<file path="src/akdc_pkg.sv">
// shared types and constants for the arrow key duty controller
`timescale 1ns / 1ps

package akdc_pkg;

   // console byte codes
   localparam logic [7:0] KEY_ESC   = 8'h1b;
   localparam logic [7:0] KEY_LBR   = 8'h5b;
   localparam logic [7:0] KEY_UP    = 8'h41;
   localparam logic [7:0] KEY_DOWN  = 8'h42;
   localparam logic [7:0] KEY_RIGHT = 8'h43;
   localparam logic [7:0] KEY_LEFT  = 8'h44;
   localparam logic [7:0] KEY_SPACE = 8'h20;
   localparam logic [7:0] KEY_QUIT  = 8'h71;
   localparam logic [7:0] KEY_QUIT_UC = 8'h51;

   // register reset values, truncated to the duty or step width where used
   localparam int MIN_DUTY_RESET  = 900;
   localparam int MAX_DUTY_RESET  = 1900;
   localparam int STEP_SIZE_RESET = 5;
   localparam int STOP_DUTY_RESET = 1400;

   localparam int STEP_BITS     = 10;
   localparam int CSR_DATA_BITS = 16;

   typedef enum logic [1:0] {
      REG_MIN_DUTY  = 2'd0,
      REG_MAX_DUTY  = 2'd1,
      REG_STEP_SIZE = 2'd2,
      REG_STOP_DUTY = 2'd3
   } reg_index_type;

   typedef enum logic [2:0] {
      ACT_NONE  = 3'd0,
      ACT_UP    = 3'd1,
      ACT_DOWN  = 3'd2,
      ACT_RIGHT = 3'd3,
      ACT_LEFT  = 3'd4,
      ACT_STOP  = 3'd5,
      ACT_QUIT  = 3'd6
   } action_type;

   localparam logic [1:0] SEQ_IDLE = 2'd0;
   localparam logic [1:0] SEQ_ESC  = 2'd1;
   localparam logic [1:0] SEQ_MID  = 2'd2;

   // parser state apart from the duty itself
   typedef struct packed {
      logic [1:0] seq_count;
      logic [7:0] second_byte;
      logic       halt;
   } ctrl_type;

endpackage

</file>
<file path="src/akdc_step.sv">
// next state and action for one console byte
`timescale 1ns / 1ps

module akdc_step #(
   parameter int DUTY_BITS = 12
) (
   input  logic [7:0]                          rx_byte,
   input  akdc_pkg::ctrl_type                  ctrl_cur,
   input  logic [DUTY_BITS-1:0]                duty_cur,
   input  logic [DUTY_BITS-1:0]                min_duty,
   input  logic [DUTY_BITS-1:0]                max_duty,
   input  logic [akdc_pkg::STEP_BITS-1:0]      step_size,
   input  logic [DUTY_BITS-1:0]                stop_duty,
   output akdc_pkg::ctrl_type                  ctrl_nxt,
   output logic [DUTY_BITS-1:0]                duty_nxt,
   output akdc_pkg::action_type                action
);
   import akdc_pkg::*;

   localparam int WIDE_BITS = ((DUTY_BITS > STEP_BITS + 1) ? DUTY_BITS : STEP_BITS + 1) + 1;

   logic                 double_step;
   logic [WIDE_BITS-1:0] amount;
   logic [WIDE_BITS-1:0] sum;
   logic [WIDE_BITS-1:0] floor_cmp;
   logic [DUTY_BITS-1:0] duty_inc;
   logic [DUTY_BITS-1:0] duty_dec;

   assign double_step = (rx_byte == KEY_RIGHT) || (rx_byte == KEY_LEFT);
   assign amount = double_step ? WIDE_BITS'({step_size, 1'b0}) : WIDE_BITS'(step_size);
   assign sum       = WIDE_BITS'(duty_cur) + amount;
   assign floor_cmp = WIDE_BITS'(min_duty) + amount;

   // saturating moves, bounds applied literally even when inverted
   assign duty_inc = (sum <= WIDE_BITS'(max_duty)) ? sum[DUTY_BITS-1:0] : max_duty;
   assign duty_dec = (WIDE_BITS'(duty_cur) >= floor_cmp) ?
                     DUTY_BITS'(WIDE_BITS'(duty_cur) - amount) : min_duty;

   always_comb begin
      ctrl_nxt = ctrl_cur;
      duty_nxt = duty_cur;
      action   = ACT_NONE;
      if (!ctrl_cur.halt) begin
         priority if (rx_byte == KEY_ESC) begin
            ctrl_nxt.seq_count = SEQ_ESC;
         end else if (ctrl_cur.seq_count == SEQ_ESC) begin
            ctrl_nxt.second_byte = rx_byte;
            ctrl_nxt.seq_count   = SEQ_MID;
         end else if (ctrl_cur.seq_count != SEQ_IDLE) begin
            ctrl_nxt.seq_count = SEQ_IDLE;
            if (ctrl_cur.second_byte == KEY_LBR) begin
               unique case (rx_byte)
                  KEY_UP: begin
                     duty_nxt = duty_inc;
                     action   = ACT_UP;
                  end
                  KEY_DOWN: begin
                     duty_nxt = duty_dec;
                     action   = ACT_DOWN;
                  end
                  KEY_RIGHT: begin
                     duty_nxt = duty_inc;
                     action   = ACT_RIGHT;
                  end
                  KEY_LEFT: begin
                     duty_nxt = duty_dec;
                     action   = ACT_LEFT;
                  end
                  default: begin
                     action = ACT_NONE;
                  end
               endcase
            end
         end else if (rx_byte == KEY_QUIT || rx_byte == KEY_QUIT_UC) begin
            ctrl_nxt.halt = 1'b1;
            action        = ACT_QUIT;
         end else if (rx_byte == KEY_SPACE) begin
            duty_nxt = stop_duty;
            action   = ACT_STOP;
         end else begin
            // any other byte outside a sequence is ignored
            action = ACT_NONE;
         end
      end
   end

endmodule

</file>
<file path="src/arrow_key_duty_controller.sv">
// arrow key duty controller top level
// Parses console bytes on the req_ channel: ESC '[' A/B/C/D move a duty
// value up/down by step_size and right/left by twice step_size, saturating
// at min_duty and max_duty. Outside a sequence, space loads stop_duty and
// q or Q halts the block until reset. Every byte gives exactly one word on
// the rsp_ channel: the duty after the byte, an action code and the halt
// flag. Both channels are valid/ready.
// The accept edge loads the input register; the result register loads
// from it through the parse and saturating add/compare once it is free,
// and rsp_valid rises with it. Throughput is one byte per cycle while
// rsp_ready stays high; the duty and parser state update in the same
// cycle the result register loads.
// When the receiver stalls the result holds, the input register still
// takes one more byte, and then req_ready drops until rsp_ready returns.
// Reset clears the parser, sets the duty to 1400 and the registers to
// min 900, max 1900, step 5, stop 1400. The csr_ channel is always ready
// and should only be written while no byte is in flight.
`timescale 1ns / 1ps

module arrow_key_duty_controller #(
   parameter int DUTY_BITS = 12
) (
   input  logic                                  clock,
   input  logic                                  reset,
   input  logic                                  req_valid,
   output logic                                  req_ready,
   input  logic [7:0]                            req_rx_byte,
   output logic                                  rsp_valid,
   input  logic                                  rsp_ready,
   output logic [DUTY_BITS-1:0]                  rsp_duty_value,
   output logic [2:0]                            rsp_action_code,
   output logic                                  rsp_halted,
   input  logic                                  csr_valid,
   output logic                                  csr_ready,
   input  logic [1:0]                            csr_index,
   input  logic [akdc_pkg::CSR_DATA_BITS-1:0]    csr_wdata
);
   import akdc_pkg::*;

   localparam logic [DUTY_BITS-1:0] MIN_RST  = DUTY_BITS'(MIN_DUTY_RESET);
   localparam logic [DUTY_BITS-1:0] MAX_RST  = DUTY_BITS'(MAX_DUTY_RESET);
   localparam logic [DUTY_BITS-1:0] STOP_RST = DUTY_BITS'(STOP_DUTY_RESET);
   localparam logic [STEP_BITS-1:0] STEP_RST = STEP_BITS'(STEP_SIZE_RESET);

   // configuration registers
   logic [DUTY_BITS-1:0] min_duty_ff;
   logic [DUTY_BITS-1:0] max_duty_ff;
   logic [STEP_BITS-1:0] step_size_ff;
   logic [DUTY_BITS-1:0] stop_duty_ff;

   // input stage
   logic       in_valid_ff, in_valid_in;
   logic [7:0] in_byte_ff;

   // block state
   ctrl_type             ctrl_ff;
   ctrl_type             ctrl_in;
   logic [DUTY_BITS-1:0] duty_ff, duty_in;
   action_type           action_in;

   // result register
   logic                 out_valid_ff, out_valid_in;
   logic [DUTY_BITS-1:0] out_duty_ff;
   logic [2:0]           out_action_ff;
   logic                 out_halt_ff;

   logic req_fire;
   logic advance;

   assign csr_ready = 1'b1;

   always_ff @(posedge clock) begin
      if (reset) begin
         min_duty_ff  <= MIN_RST;
         max_duty_ff  <= MAX_RST;
         step_size_ff <= STEP_RST;
         stop_duty_ff <= STOP_RST;
      end else if (csr_valid) begin
         unique case (reg_index_type'(csr_index))
            REG_MIN_DUTY:  min_duty_ff  <= csr_wdata[DUTY_BITS-1:0];
            REG_MAX_DUTY:  max_duty_ff  <= csr_wdata[DUTY_BITS-1:0];
            REG_STEP_SIZE: step_size_ff <= csr_wdata[STEP_BITS-1:0];
            REG_STOP_DUTY: stop_duty_ff <= csr_wdata[DUTY_BITS-1:0];
            default: ;
         endcase
      end
   end

   // the input word moves on whenever the result register is free
   assign advance   = in_valid_ff && (!out_valid_ff || rsp_ready);
   assign req_ready = !in_valid_ff || advance;
   assign req_fire  = req_valid && req_ready;

   assign in_valid_in  = req_fire || (in_valid_ff && !advance);
   assign out_valid_in = advance || (out_valid_ff && !rsp_ready);

   akdc_step #(
      .DUTY_BITS (DUTY_BITS)
   ) u_step (
      .rx_byte   (in_byte_ff),
      .ctrl_cur  (ctrl_ff),
      .duty_cur  (duty_ff),
      .min_duty  (min_duty_ff),
      .max_duty  (max_duty_ff),
      .step_size (step_size_ff),
      .stop_duty (stop_duty_ff),
      .ctrl_nxt  (ctrl_in),
      .duty_nxt  (duty_in),
      .action    (action_in)
   );

   always_ff @(posedge clock) begin
      if (reset) begin
         in_valid_ff  <= 1'b0;
         out_valid_ff <= 1'b0;
         ctrl_ff      <= '0;
         duty_ff      <= STOP_RST;
      end else begin
         in_valid_ff  <= in_valid_in;
         out_valid_ff <= out_valid_in;
         if (advance) begin
            ctrl_ff <= ctrl_in;
            duty_ff <= duty_in;
         end
      end
   end

   always_ff @(posedge clock) begin
      if (req_fire) begin
         in_byte_ff <= req_rx_byte;
      end
      if (advance) begin
         out_duty_ff   <= duty_in;
         out_action_ff <= action_in;
         out_halt_ff   <= ctrl_in.halt;
      end
   end

   assign rsp_valid       = out_valid_ff;
   assign rsp_duty_value  = out_duty_ff;
   assign rsp_action_code = out_action_ff;
   assign rsp_halted      = out_halt_ff;

   // once halted, the block stays halted with a frozen duty
   a_halt_sticky : assert property (@(posedge clock) disable iff (reset)
      ctrl_ff.halt |=> ctrl_ff.halt)
      else $error("halt flag cleared without reset");

   a_halt_frozen : assert property (@(posedge clock) disable iff (reset)
      ctrl_ff.halt |=> $stable(duty_ff))
      else $error("duty changed while halted");

   a_quit_halts : assert property (@(posedge clock) disable iff (reset)
      (out_valid_ff && out_action_ff == ACT_QUIT) |-> out_halt_ff)
      else $error("quit word without halt flag");

   a_seq_range : assert property (@(posedge clock) disable iff (reset)
      ctrl_ff.seq_count != 2'd3)
      else $error("sequence counter out of range");

   a_no_overrun : assert property (@(posedge clock) disable iff (reset)
      (out_valid_ff && !rsp_ready) |=> $stable(out_duty_ff) && $stable(out_action_ff))
      else $error("result overwritten while stalled");

endmodule

</file>
<file path="config.mk">
export PLATFORM = sky130hd
export DESIGN_NAME = arrow_key_duty_controller
export DESIGN_NICKNAME = d
export VERILOG_FILES = /design/src/akdc_pkg.sv /design/src/akdc_step.sv /design/src/arrow_key_duty_controller.sv
export SDC_FILE = /design/constraint.sdc
export NUM_CORES = 1
export LEC_CHECK = 0
export ABC_CLOCK_PERIOD_IN_PS = 12730
export BUFFER_PORTS_ARGS = -buffer_cell sky130_fd_sc_hd__buf_2
export CAP_MARGIN = 20
export CORE_ASPECT_RATIO = 0.8
export CORE_MARGIN = 2
export CORE_UTILIZATION = 30
export DETAILED_ROUTE_END_ITERATION = 6
export GPL_TIMING_DRIVEN = 0
export PLACE_DENSITY = 0.46
export SYNTH_ARGS = -nofsm -noshare
export SYNTH_HDL_FRONTEND = slang
export SYNTH_SLANG_ARGS = --single-unit
</file>
<file path="constraint.sdc">
create_clock -name clock -period 12.73 [get_ports clock]
set_input_delay 1.9095 -clock clock [delete_from_list [all_inputs] [get_ports clock]]
set_output_delay 1.9095 -clock clock [all_outputs]
set_load 0.02 [all_outputs]
</file>
==> results.sh <==
export IMPL_status="complete, no violations"
export IMPL_syn_inst=791
export IMPL_ys_seq_area_share_pct=31.9
export IMPL_ys_async_sr_fraction_pct=0
export IMPL_cp_max_fo=10
export IMPL_first_pass_iters=5
export IMPL_layout_nets=937
export IMPL_pin_count=50
export IMPL_worst_pin_slew_ns=0.966
export IMPL_fill_cells=2354
export IMPL_ff_latch_area_um2=2140
export IMPL_ys_flop_type="dfxtp_1"
export IMPL_endpoint="rsp_duty_value[6]$_DFFE_PP_"
export IMPL_relSlewSlack_pct=35.1
export IMPL_drt_wl_total_mm=23.0
export IMPL_slew_viol_final=0
export IMPL_drtAntennaViolNets=0
export IMPL_finalSetupTns_ns=0
export IMPL_cts_clk_slew_worst_paths_ns=0.08
export IMPL_initial_utilization_pct=30.8
export IMPL_hold_buffers=0
export IMPL_vias_per_cell=5.28
export IMPL_r2r_cells=20
export IMPL_multi_input_area_um2=4250
export IMPL_synth_top_cell_area_share_pct=21.2
export IMPL_synth_most_common_cell="nand2_1"
export IMPL_rsz0062_at_grt="no"
export IMPL_setup_viol_count_final=0
export IMPL_fin_util_pct=34.9
export IMPL_r2r_end="rsp_duty_value[6]$_DFFE_PP_"
export IMPL_dieHeight_um=138
export IMPL_startpoint_type="register"
export IMPL_dr_total_vias=6062
export IMPL_layout_drive_gt1_share_pct=13.0
export IMPL_gr_usage_all_layers_pct=20.1
export IMPL_worst_skew_pair_late_latency_ns=0.36
export IMPL_critPathLaunch="in_byte_ff[3]$_DFFE_PP_"
export IMPL_fmax_mhz=149
export IMPL_dieArea_um2=23600
export IMPL_worstSetupPathType="reg2reg"
export IMPL_hold_path_class="reg2reg"
export IMPL_hold_viol_final=0
export IMPL_clockBufferDepth=2
export IMPL_synthDistinctLibCells=83
export IMPL_period_minus_slack_ns=6.72
export IMPL_min_period_over_period_pct=52.8
export IMPL_wl_per_cell_um=20.0
export IMPL_grt_pass1_wl_mm=34.8
export IMPL_synth_edf_count=24
export IMPL_htree_levels=3
export IMPL_post_cts_setup_buffer_count=0
export IMPL_syn_nets=884
export IMPL_worstHoldPathCells=2
export IMPL_cp_data_required_time_ns=12.83
export IMPL_post_dp_cell_area_um2=7290
export IMPL_synthTopCellsByArea="dfxtp_1 21%, ha_1 11%, edfxtp_1 11%"
export IMPL_fin_area_um2=7590
export IMPL_arrival_ns=6.82
export IMPL_ys_warn_count=0
export IMPL_cts_tree="done"
export IMPL_ir_worst_vdd_uv=58.7
export IMPL_cts_root_buf="clkbuf_16"
export IMPL_drcViolationCount=0
export IMPL_synth_seq_cells=95
export IMPL_place_congestion=0.906
export IMPL_core_area_um2=21700
export IMPL_antenna_found_initial=0
export IMPL_end_kind="register"
export IMPL_ys_top_cells_by_count="115 x nand2_1, 72 x a21oi_1, 71 x dfxtp_1"
export IMPL_diodes=0
export IMPL_syn_area_per_cell_um2=8.48
export IMPL_syn_area_um2=6710
export IMPL_p_per_area_nw_per_um2=106
export IMPL_grt_max_degree=21
export IMPL_path_cells="nor4_4, nand2_1, a21oi_1, clkbuf_1, mux2_2, ha_1, buf_4, and3_1, a2111oi_4, o31ai_2, o311ai_1, ha_1, a21oi_1, nand2_1, nor3_1, a21o_1, nand2_2, mux2i_1, o22a_1, o311ai_1"
export IMPL_leakagePower_nw=3.07
export IMPL_area_growth_pct=13.2
export IMPL_grt_pass1_vias=5535
export IMPL_cts_resized_gates=0
export IMPL_regToRegSetupSlack_ns=6.01
export IMPL_die_w_um=171
export IMPL_reg2reg_from="in_byte_ff[3]$_DFFE_PP_"
export IMPL_critical_path_max_stage_delay_ns=0.67
export IMPL_io_buffers=42
export IMPL_cts_buffers=9
export IMPL_clock_skew_ns=0.0145
export IMPL_hpwl_mm=18.3
export IMPL_cap_violations=0
export IMPL_synth_top_cell_by_area="dfxtp_1"
export IMPL_overflow=0
export IMPL_cts_sinks=95
export IMPL_initialDrtViolationCount=543
export IMPL_cpMaxStageDelayCell="o311ai_1"
export IMPL_row_count=48
final cells by class:
class	count	share of cell area, %
multi-input cells	622	56.0
flip-flops and latches	95	28.2
well taps	300	4.94
clock buffers	10	3.15
repair buffers	42	2.77
plain buffers	38	2.34
inverters	36	1.78
clock inverters	6	0.824
state kept, by name, indices dropped and copies added, names as in the netlist:
name,cells
ctrl_ff,11
min_duty_ff,12
stop_duty_ff,12
in_valid_ff,1
duty_ff,12
rsp_action_code,3
rsp_halted,1
step_size_ff,10
rsp_valid,1
rsp_duty_value,12
in_byte_ff,8
max_duty_ff,12
placed cells by master, fill, tap and decap left out, types with 11 or more instances in the layout:
cell type and count:
nand3b_1 15, ha_1 59, nor2_1 66, inv_1 36, a21o_1 15, buf_2 55
a211oi_1 11, xnor2_1 15, a21oi_1 72, dfxtp_1 71, nand2_1 115, mux2i_1 21
clkbuf_1 20, o21ai_0 31, nor3_1 15, edfxtp_1 24, nand2b_1 11
worst min path at each step:
stage	slack (ns)	startpoint	to
4_1_cts	0.47	step_size_ff[3]$_SDFFE_PP0P_	step_size_ff[3]$_SDFFE_PP0P_
5_1_grt	0.49	step_size_ff[8]$_SDFFE_PP0P_	step_size_ff[8]$_SDFFE_PP0P_
2_1_floorplan	0.43	stop_duty_ff[10]$_SDFFE_PP1P_	stop_duty_ff[10]$_SDFFE_PP1P_
3_5_place_dp	0.46	step_size_ff[3]$_SDFFE_PP0P_	step_size_ff[3]$_SDFFE_PP0P_
3_3_place_gp	0.46	step_size_ff[3]$_SDFFE_PP0P_	step_size_ff[3]$_SDFFE_PP0P_
6_report	0.47	step_size_ff[3]$_SDFFE_PP0P_	step_size_ff[3]$_SDFFE_PP0P_
cell families after synthesis:
group,synth area share [%]
fa+ha+maj,11.9
xor+xnor,3.26
buf+inv,4.66
other cells,0.0559
compound gates,22.4
flops,31.9
simple gates,21.1
mux,4.65
report_power, final:
group          switching [W]  internal [W]  total (W)  leakage [nW]
logic               0.000120     0.0000728   0.000192          2.13
registers          0.0000153      0.000322   0.000337         0.796
clock network       0.000136      0.000143   0.000279         0.148
routing by layer:
metal | GRT usage [%] | vias up | wire length, um
met5 | 0 | - | 0
met4 | 4.47 | 0 | 252
met3 | 3.05 | 13 | 1370
met2 | 27.3 | 196 | 8890
met1 | 32.5 | 2886 | 12500
li1 | - | 2967 | -
per-stage QoR:
step           setup WS, ns  cells  power, W  hold slack (ns)
6_report               6.01   1149  0.000808            0.472
4_1_cts                6.06   1149  0.000811            0.474
3_5_place_dp           6.11   1133  0.000532            0.463
2_1_floorplan          7.28    791  0.000473            0.432
5_1_grt                5.56   1149  0.000848            0.495
3_3_place_gp           6.10   1133  0.000533            0.464
critical path: cells and delay by family (launching register included):
kind            cells  cell delay (ns)
compound gates      8             2.69
simple gates        6             1.32
fa+ha+maj           2             0.68
mux                 2             0.66
buf+inv             2             0.63
flops               1             0.47
(Power assumes the default switching activity.)
